[src/rtl/core/biou_pkg.sv]
// biou_pkg: shared widths, register map and beat types for box_iou_gate
// no dependencies; imported by box_iou_gate, biou_score_checker and tb_top
`default_nettype none

package biou_pkg;

	// field widths
	localparam int COORD_BITS  = 12;
	localparam int CLASS_BITS  = 8;
	localparam int FRAC_BITS   = 16;
	localparam int SCORE_BITS  = FRAC_BITS + 1;
	localparam int THRESH_BITS = 17;

	// score of exactly one in fixed point
	localparam logic [SCORE_BITS-1:0] ONE_FIXED = SCORE_BITS'(1) << FRAC_BITS;

	// register map, one 32-bit word each
	localparam int PADDR_BITS = 3;
	localparam int PDATA_BITS = 32;

	localparam logic [0:0] REG_CLASS_AWARE     = 1'b0;
	localparam logic [0:0] REG_MATCH_THRESHOLD = 1'b1;

	localparam logic                   CLASS_AWARE_RST     = 1'b1;
	localparam logic [THRESH_BITS-1:0] MATCH_THRESHOLD_RST = THRESH_BITS'(19661);

	typedef struct packed {
		logic [COORD_BITS-1:0] trk_left;
		logic [COORD_BITS-1:0] trk_top;
		logic [COORD_BITS-1:0] trk_right;
		logic [COORD_BITS-1:0] trk_bottom;
		logic [CLASS_BITS-1:0] trk_class;
		logic [COORD_BITS-1:0] det_left;
		logic [COORD_BITS-1:0] det_top;
		logic [COORD_BITS-1:0] det_right;
		logic [COORD_BITS-1:0] det_bottom;
		logic [CLASS_BITS-1:0] det_class;
	} biou_in_t;

	typedef struct packed {
		logic [SCORE_BITS-1:0] overlap_score;
		logic                  is_match;
		logic                  saturated;
	} biou_out_t;

endpackage

`default_nettype wire

[src/rtl/core/box_iou_gate.sv]
// box_iou_gate: pipelined intersection over union of a track and a detection box
// depends on biou_pkg (widths, register map, beat types)
//
// usage
// - pair channel (pair_valid / pair_stall / pair) carries one track box and one
//   detection box per beat; score channel (score_valid / score_stall / score)
//   returns exactly one result beat per pair beat, in order
// - a beat moves at a rising edge where valid is high and stall is low
// - the apb port holds the class gate enable (byte address 0) and match_threshold
//   (byte address 4); pready is tied high; write only while the pipe is empty
// - a pair beat passes these registered stages on its way to its score beat on the
//   output register: edge extents, area multiply, union add, first quotient bit, eight
//   radix-4 divider stages, final select and threshold compare
// - throughput is one pair per cycle while score_stall is low, set by the
//   restoring divider laid out as two quotient bits per stage rather than iterated
// - a stalled score holds in the output register; the stages behind it keep
//   filling empty slots, so pair_stall only rises once every stage is full
// - reset clears the stage valid bits and loads the register reset values;
//   no clearing pass is needed
`default_nettype none

module box_iou_gate (
	input  wire                             clk,
	input  wire                             arst_n,
	// pair channel
	input  wire                             pair_valid,
	output logic                            pair_stall,
	input  wire biou_pkg::biou_in_t         pair,
	// score channel
	output logic                            score_valid,
	input  wire                             score_stall,
	output biou_pkg::biou_out_t             score,
	// configuration
	input  wire                             psel,
	input  wire                             penable,
	input  wire                             pwrite,
	input  wire [biou_pkg::PADDR_BITS-1:0]  paddr,
	input  wire [biou_pkg::PDATA_BITS-1:0]  pwdata,
	output logic [biou_pkg::PDATA_BITS-1:0] prdata,
	output logic                            pready
);
	import biou_pkg::*;

	// derived widths
	localparam int DW   = COORD_BITS + 1;       // signed box extent
	localparam int AW   = 2 * DW;               // signed box area
	localparam int IW   = 2 * COORD_BITS;       // intersection area
	localparam int UW   = AW + 1;               // signed union area
	localparam int DVW  = AW;                   // divisor and remainder
	localparam int QW   = SCORE_BITS;           // quotient

	// divider layout: first quotient bit in stage 4, the rest two per stage
	localparam int DIV_PER_STAGE = 2;
	localparam int DIV_STAGES    = (FRAC_BITS + DIV_PER_STAGE - 1) / DIV_PER_STAGE;
	localparam int DIV_FIRST     = 4;
	localparam int NSTG          = DIV_FIRST + DIV_STAGES + 1;

	typedef struct packed {
		logic signed [DW-1:0]  tw;
		logic signed [DW-1:0]  th;
		logic signed [DW-1:0]  dw;
		logic signed [DW-1:0]  dh;
		logic [COORD_BITS-1:0] iw;
		logic [COORD_BITS-1:0] ih;
		logic                  gate;
	} s1_t;

	typedef struct packed {
		logic signed [AW-1:0] at;
		logic signed [AW-1:0] ad;
		logic [IW-1:0]        inter;
		logic                 gate;
	} s2_t;

	typedef struct packed {
		logic signed [UW-1:0] uni;
		logic [IW-1:0]        inter;
		logic                 gate;
	} s3_t;

	typedef struct packed {
		logic [DVW-1:0] rem;
		logic [DVW-1:0] dvs;
		logic [QW-1:0]  quo;
		logic           zero;
		logic           sat;
	} div_t;

	// configuration registers
	logic                   gate_en_q;
	logic [THRESH_BITS-1:0] thr_q;
	logic [0:0]             reg_idx;

	// pipeline state
	logic [NSTG-1:0] vld_s;
	logic [NSTG-1:0] ld;
	s1_t             d_s1;
	s2_t             d_s2;
	s3_t             d_s3;
	div_t            div_s [DIV_STAGES+1];
	biou_out_t       out_s;

	// ---------------------------------------------------------------
	// apb register file
	// ---------------------------------------------------------------
	assign pready  = 1'b1;
	assign reg_idx = paddr[2];

	always_ff @(posedge clk or negedge arst_n) begin
		if (!arst_n) begin
			gate_en_q <= CLASS_AWARE_RST;
			thr_q     <= MATCH_THRESHOLD_RST;
		end else if (psel && penable && pwrite && pready) begin
			unique case (reg_idx)
				REG_CLASS_AWARE:     gate_en_q <= pwdata[0];
				REG_MATCH_THRESHOLD: thr_q     <= pwdata[THRESH_BITS-1:0];
				default: ;
			endcase
		end
	end

	always_comb begin
		unique case (reg_idx)
			REG_CLASS_AWARE:     prdata = {{(PDATA_BITS-1){1'b0}}, gate_en_q};
			REG_MATCH_THRESHOLD: prdata = {{(PDATA_BITS-THRESH_BITS){1'b0}}, thr_q};
			default:             prdata = '0;
		endcase
	end

	// ---------------------------------------------------------------
	// flow control: a stage loads when some stage from it to the output,
	// itself included, is empty or the output beat is leaving
	// ---------------------------------------------------------------
	always_comb begin
		for (int i = 0; i < NSTG; i++) begin
			ld[i] = !score_stall || !(&(vld_s | ~({NSTG{1'b1}} << i)));
		end
	end

	assign pair_stall  = !ld[0];
	assign score_valid = vld_s[NSTG-1];
	assign score       = out_s;

	always_ff @(posedge clk or negedge arst_n) begin
		if (!arst_n) begin
			vld_s <= '0;
		end else begin
			if (ld[0]) begin
				vld_s[0] <= pair_valid;
			end
			for (int i = 1; i < NSTG; i++) begin
				if (ld[i]) begin
					vld_s[i] <= vld_s[i-1];
				end
			end
		end
	end

	// ---------------------------------------------------------------
	// stage 1: box extents, overlap extents clamped at zero, class gate
	// ---------------------------------------------------------------
	logic [COORD_BITS-1:0] ix_lo, ix_hi, iy_lo, iy_hi;

	always_comb begin
		ix_lo = (pair.trk_left  > pair.det_left)   ? pair.trk_left   : pair.det_left;
		ix_hi = (pair.trk_right < pair.det_right)  ? pair.trk_right  : pair.det_right;
		iy_lo = (pair.trk_top   > pair.det_top)    ? pair.trk_top    : pair.det_top;
		iy_hi = (pair.trk_bottom < pair.det_bottom) ? pair.trk_bottom : pair.det_bottom;
	end

	always_ff @(posedge clk) begin
		if (ld[0]) begin
			d_s1.tw   <= $signed({1'b0, pair.trk_right})  - $signed({1'b0, pair.trk_left});
			d_s1.th   <= $signed({1'b0, pair.trk_bottom}) - $signed({1'b0, pair.trk_top});
			d_s1.dw   <= $signed({1'b0, pair.det_right})  - $signed({1'b0, pair.det_left});
			d_s1.dh   <= $signed({1'b0, pair.det_bottom}) - $signed({1'b0, pair.det_top});
			d_s1.iw   <= (ix_hi > ix_lo) ? ix_hi - ix_lo : '0;
			d_s1.ih   <= (iy_hi > iy_lo) ? iy_hi - iy_lo : '0;
			d_s1.gate <= gate_en_q && (pair.trk_class != pair.det_class);
		end
	end

	// ---------------------------------------------------------------
	// stage 2: the three area products, one multiplier each
	// ---------------------------------------------------------------
	always_ff @(posedge clk) begin
		if (ld[1]) begin
			d_s2.at    <= d_s1.tw * d_s1.th;
			d_s2.ad    <= d_s1.dw * d_s1.dh;
			d_s2.inter <= d_s1.iw * d_s1.ih;
			d_s2.gate  <= d_s1.gate;
		end
	end

	// ---------------------------------------------------------------
	// stage 3: union = both areas less the overlap
	// ---------------------------------------------------------------
	logic signed [UW-1:0] at_x, ad_x, in_x;

	always_comb begin
		at_x = {{(UW-AW){d_s2.at[AW-1]}}, d_s2.at};
		ad_x = {{(UW-AW){d_s2.ad[AW-1]}}, d_s2.ad};
		in_x = {{(UW-IW){1'b0}}, d_s2.inter};
	end

	always_ff @(posedge clk) begin
		if (ld[2]) begin
			d_s3.uni   <= at_x + ad_x - in_x;
			d_s3.inter <= d_s2.inter;
			d_s3.gate  <= d_s2.gate;
		end
	end

	// ---------------------------------------------------------------
	// stage 4: zero and saturate decisions, top quotient bit
	// overlap above union saturates, otherwise the integer bit is 1 only when equal
	// ---------------------------------------------------------------
	logic signed [UW-1:0] inter_u;
	logic [DVW-1:0]       inter_d, dvs4;
	logic                 zero4, gt4, ge4;

	always_comb begin
		inter_u = {{(UW-IW){1'b0}}, d_s3.inter};
		inter_d = {{(DVW-IW){1'b0}}, d_s3.inter};
		dvs4    = d_s3.uni[DVW-1:0];
		zero4   = d_s3.gate || d_s3.uni[UW-1] || (d_s3.uni == '0);
		gt4     = inter_u > d_s3.uni;
		ge4     = inter_u >= d_s3.uni;
	end

	always_ff @(posedge clk) begin
		if (ld[3]) begin
			div_s[0].rem  <= ge4 ? inter_d - dvs4 : inter_d;
			div_s[0].dvs  <= dvs4;
			div_s[0].quo  <= {{(QW-1){1'b0}}, ge4};
			div_s[0].zero <= zero4;
			div_s[0].sat  <= !zero4 && gt4;
		end
	end

	// ---------------------------------------------------------------
	// restoring divider, DIV_PER_STAGE fraction bits per stage
	// ---------------------------------------------------------------
	for (genvar g = 0; g < DIV_STAGES; g++) begin : g_div
		div_t nxt;

		always_comb begin
			logic [DVW:0] r2;
			nxt = div_s[g];
			r2  = '0;
			for (int j = 0; j < DIV_PER_STAGE; j++) begin
				if (g * DIV_PER_STAGE + j < FRAC_BITS) begin
					r2 = {nxt.rem, 1'b0};
					if (r2 >= {1'b0, nxt.dvs}) begin
						r2      = r2 - {1'b0, nxt.dvs};
						nxt.quo = {nxt.quo[QW-2:0], 1'b1};
					end else begin
						nxt.quo = {nxt.quo[QW-2:0], 1'b0};
					end
					nxt.rem = r2[DVW-1:0];
				end
			end
		end

		always_ff @(posedge clk) begin
			if (ld[DIV_FIRST+g]) begin
				div_s[g+1] <= nxt;
			end
		end
	end

	// ---------------------------------------------------------------
	// output stage: pick the score and compare with the threshold
	// ---------------------------------------------------------------
	logic [QW-1:0] score_sel;

	always_comb begin
		priority if (div_s[DIV_STAGES].zero) begin
			score_sel = '0;
		end else if (div_s[DIV_STAGES].sat) begin
			score_sel = ONE_FIXED;
		end else begin
			score_sel = div_s[DIV_STAGES].quo;
		end
	end

	always_ff @(posedge clk) begin
		if (ld[NSTG-1]) begin
			out_s.overlap_score <= score_sel;
			out_s.is_match      <= score_sel >= thr_q;
			out_s.saturated     <= div_s[DIV_STAGES].sat;
		end
	end

	// ---------------------------------------------------------------
	// checks
	// ---------------------------------------------------------------
	a_stall_only_when_full: assert property (@(posedge clk) disable iff (!arst_n)
		pair_stall |-> vld_s[0])
		else $error("pair stalled with stage 1 empty");

	a_score_in_range: assert property (@(posedge clk) disable iff (!arst_n)
		score_valid |-> (score.overlap_score <= ONE_FIXED))
		else $error("score above one");

	a_sat_is_one: assert property (@(posedge clk) disable iff (!arst_n)
		(score_valid && score.saturated) |-> (score.overlap_score == ONE_FIXED))
		else $error("saturated beat without a score of one");

	a_match_agrees: assert property (@(posedge clk) disable iff (!arst_n)
		score_valid |-> (score.is_match == (score.overlap_score >= thr_q)))
		else $error("match flag disagrees with threshold");

endmodule

`default_nettype wire

[config.mk]
export PLATFORM = sky130hd
export DESIGN_NAME = box_iou_gate
export DESIGN_NICKNAME = d
export VERILOG_FILES = /design/src/rtl/core/biou_pkg.sv /design/src/rtl/core/box_iou_gate.sv
export SDC_FILE = /design/constraint.sdc
export NUM_CORES = 2
export LEC_CHECK = 0
export BUFFER_PORTS_ARGS = -buffer_cell sky130_fd_sc_hd__buf_2
export CORE_MARGIN = 2
export CORE_UTILIZATION = 30
export CTS_BUF_LIST = sky130_fd_sc_hd__clkbuf_4 sky130_fd_sc_hd__clkbuf_8 sky130_fd_sc_hd__clkbuf_16
export CTS_CLUSTER_DIAMETER = 30
export DETAILED_ROUTE_END_ITERATION = 16
export PLACE_DENSITY = 0.45
export SETUP_SLACK_MARGIN = 0.15
export SYNTH_ARGS = -nofsm -noshare
export SYNTH_HDL_FRONTEND = slang
export SYNTH_SLANG_ARGS = --single-unit
export TNS_END_PERCENT = 1
[constraint.sdc]
create_clock -name clk -period 10.55 [get_ports clk]
set_input_delay 2.11 -clock clk [delete_from_list [all_inputs] [get_ports clk]]
set_output_delay 2.11 -clock clk [all_outputs]
set_load 0.01 [all_outputs]
==> results.md <==
- The count of final max-slew check failures is 0.
- The worst hold path belongs to the class reg2reg.
- The count of unique library cells instantiated by Yosys is 101.
- The post-synthesis adder-cell area fraction is 25.9%.
- The simple-gate area share of the yosys netlist is 12.6%.
- The congestion estimate from routability-driven global placement came to 0.871.
- After filler insertion, the fill cell instance count of the layout stands at 24922.
- The startpoint identified for the worst hold timing path is div_s[0][286].
- After clock tree synthesis, the repair step resized 0 gates.
- The clock tree root buffer cell is clkbuf_16.
- The maximum number of pins on one net before global-route repair is 79.
- The worst hold path endpoint is div_s[0][359].
- The number of I/O port buffers is 174.
- Of the post-synthesis cell area, the dominant cell type holds 30.0%.
- The sequential element share of the synthesized area is 31.0%.
- The average wire length per cell after detail routing is 18.1 um.
- The violation count after the first detailed-route iteration is 3160.
- The fmax is 0.123 GHz.
- The worst setup path is launched from a register.
- Measured on the finished design, the core utilization comes to 34.7%.
- The final setup skew is 0.0433 ns.
- The area of the core is 246000 sq um.
- STA classifies the critical path endpoint as a register.
- The worst-case reg-to-reg path depth is 20.
- Yosys mapped a number of flops with a built-in enable equal to 740.
- The maximum root-to-sink buffer count is 3.
- After legalization and detailed placement, the total HPWL measured 166000 um.
- The reg-to-reg setup timing slack is 2.39 ns.
- The count of H-tree levels built during CTS is 4.
- The worst path uses 77.3% of the clock period.
- Global routing used 16.0% of the available tracks across all layers.
- The number of global-route vias before repair is 55002.
- After clock tree synthesis, the flow added hold-fix buffers numbering 0.
- The die width is 501 um.
- For this run, the post-layout net count is 9171.
- Post-CTS timing repair inserted 0 buffers for setup.
- The commonest cells after synthesis are 1065 x inv_1, 792 x ha_1, 740 x edfxtp_1.
- In the final layout, the share of cells above drive strength 1 is 11.3%.
- The floorplan step set the die height to 501 um.
- The first global-routing pass estimated 315000 um of wire.
- The number of antenna-violating nets in the routed design is 0.
- TritonCTS built the clock tree.
- After detailed routing, the number of remaining DRC violations is 0.
- The worst register-to-register path begins at div_s[0][386].
- The largest area contributor in the synthesized netlist is edfxtp_1.
- The first-pass iteration count of the detailed router is 6.
- The capturing point of the worst reg2reg path is div_s[0][473].
- The maximum fanout encountered on the critical timing path is 26.
- The final count of hold timing violations was 0.
- The layout-stage area growth over the synthesis result is 15.0%.
- The synthesized netlist cell count is 7531.
- The aggregate negative setup slack is 0 ns.
- The initial antenna violation count is 8.
- The post-synthesis area per instance is 9.84 sq um.
- The floorplan die area is 251000 sq um.
- Sorting the synthesized cells by area gives the leading types as edfxtp_1 30%, ha_1 13%, fa_1 13%, inv_1 5.4%, mux2_2 3.8%.
- After detailed routing, the number of vias per cell comes to 4.87.
- The number of violations of the max-capacitance limit is 0.
- The startpoint of the worst setup timing path is div_s[0][386].
- Setup repair after global routing left no endpoint under its margin.
- Counting instances, the worst hold path has a depth of 0.
- For the pin with the worst max-slew slack, the measured transition is 1.18 ns.
- The flip-flop cell with the highest count after synthesis is edfxtp_1.
- The final hold slack is 0.409 ns.
- Clock-pin slew was measured on the worst setup and hold paths at 0.05 ns.
- After global routing the overflow that remains totals 0.
- The setup path with the least slack is of type reg2reg.
- The via total after detailed routing is 54235.
- The post-synthesis compound-gate area fraction is 13.5%.
- In this run the count of I/O pins placed on the die edge is 208.
- By instance count, the leading cell after synthesis is inv_1.
- The portion of synthesized area spent on multiplexers is 5.09%.
- Subtracting the final worst setup slack from the clock period gives 8.16 ns.
- The cell row count is 182.
- The synthesized area is 74100 sq um.
- The yosys synthesis warning count is 0.
- The clock insertion delay at the later pin of the skew report is 0.82 ns.
- The tree built by TritonCTS fans out to 771 sinks.
- The total setup violations reported at the end of the flow is 0.
- The run finished with clean final reports.
- Summing the areas of all xor and xnor instances in the mapped netlist gives 5.33% of the synthesized area.
- The total CTS buffers is 190.
- STA puts the critical path data arrival time at 8.72 ns.
- Once the floorplan was initialized, standard cells occupied 30.1% of the core.
- The headroom to the max-slew limit is 21.1%.
- After synthesis, the largest family of logic cells by area is adder cells.
- In the synthesized netlist the async set-or-reset flop fraction comes to 4.02%.
- The count of state elements after synthesis is 771.
- The overall routed net length is 202000 um.
- STA puts the critical path data required time at 11.11 ns.
==> metrics by stage <==
step	std cells	worst slack [ns]	instance area (sq um)
final	11147	2.39	85300
after global routing	11144	2.08	85300
after CTS	11143	2.59	85300
after detailed placement	10790	2.61	78600
after global placement	10790	2.61	78600
after floorplan	7545	1.38	74200
==> per-layer routing <==
metal	GRT usage [%]	vias up	routed length, um
li1	-	26676	-
met1	21.6	26241	95000
met2	26.8	1091	94900
met3	2.17	225	7920
met4	3.95	2	4000
met5	0	-	13
==> state kept, by name, summed over array words and instances, names as in the netlist <==
signal     flops
gate_en_q      1
div_s        515
ad_x          26
d_s2          25
vld_s         13
score         19
thr_q         17
d_s3          52
d_s1          77
at_x          26
==> critical path, stage by stage (launching register included) <==
cell	delay [ns]
edfxtp_1	0.38
inv_1	0.08
ha_1	0.40
a21oi_1	0.22
o21ai_0	0.13
a2111oi_0	0.73
o21bai_1	0.22
a211oi_2	0.28
o31a_1	0.19
o21a_1	0.53
inv_1	0.48
mux2_2	0.42
ha_1	0.24
or4_1	0.55
nor4_1	0.71
nor3_1	0.16
nor2_1	0.33
o21ai_0	0.21
a211o_1	0.39
a21oi_4	0.81
mux2_2	0.42
==> layout by cell type, fill, tap and decap left out, drive strengths merged, types with 221 or more instances in the layout <==
master	count
nand2	575
edfxtp	740
a21oi	420
mux2	291
and2	279
o21ai	356
inv	1072
fa	463
nor2	419
a21o	221
ha	792
xnor2	303
==> layout make-up <==
cell class / count / area, sq um / area share [%]
Multi-Input combinational cell: 5523 / 46400 / 54.4
Sequential cell: 771 / 23000 / 27.0
Clock buffer: 218 / 5000 / 5.86
Tap cell: 3220 / 4030 / 4.72
Inverter: 1068 / 4010 / 4.70
Clock inverter: 135 / 1680 / 1.97
Timing Repair Buffer: 208 / 1130 / 1.32
Antenna cell: 4 / 10.0 / 0.0117
==> logic make-up after synthesis <==
family / after synthesis
simple gates: 1924
compound gates: 1547
fa+ha+maj: 1255
buf+inv: 1251
flops: 771
xor+xnor: 451
mux: 330
other cells: 2
==> worst max path at each step <==
stage	to	slack (ns)	cells after the start
after floorplan	pair_stall	1.38	9
after global placement	div_s[0][476]	2.61	20
after detailed placement	div_s[0][475]	2.61	20
after CTS	div_s[0][473]	2.59	20
after global routing	div_s[0][473]	2.08	20
final	div_s[0][473]	2.39	20
Power is left out: the tool's default activity adds up to more than one toggle a clock period on the data nets, which glitch-free logic cannot reach.
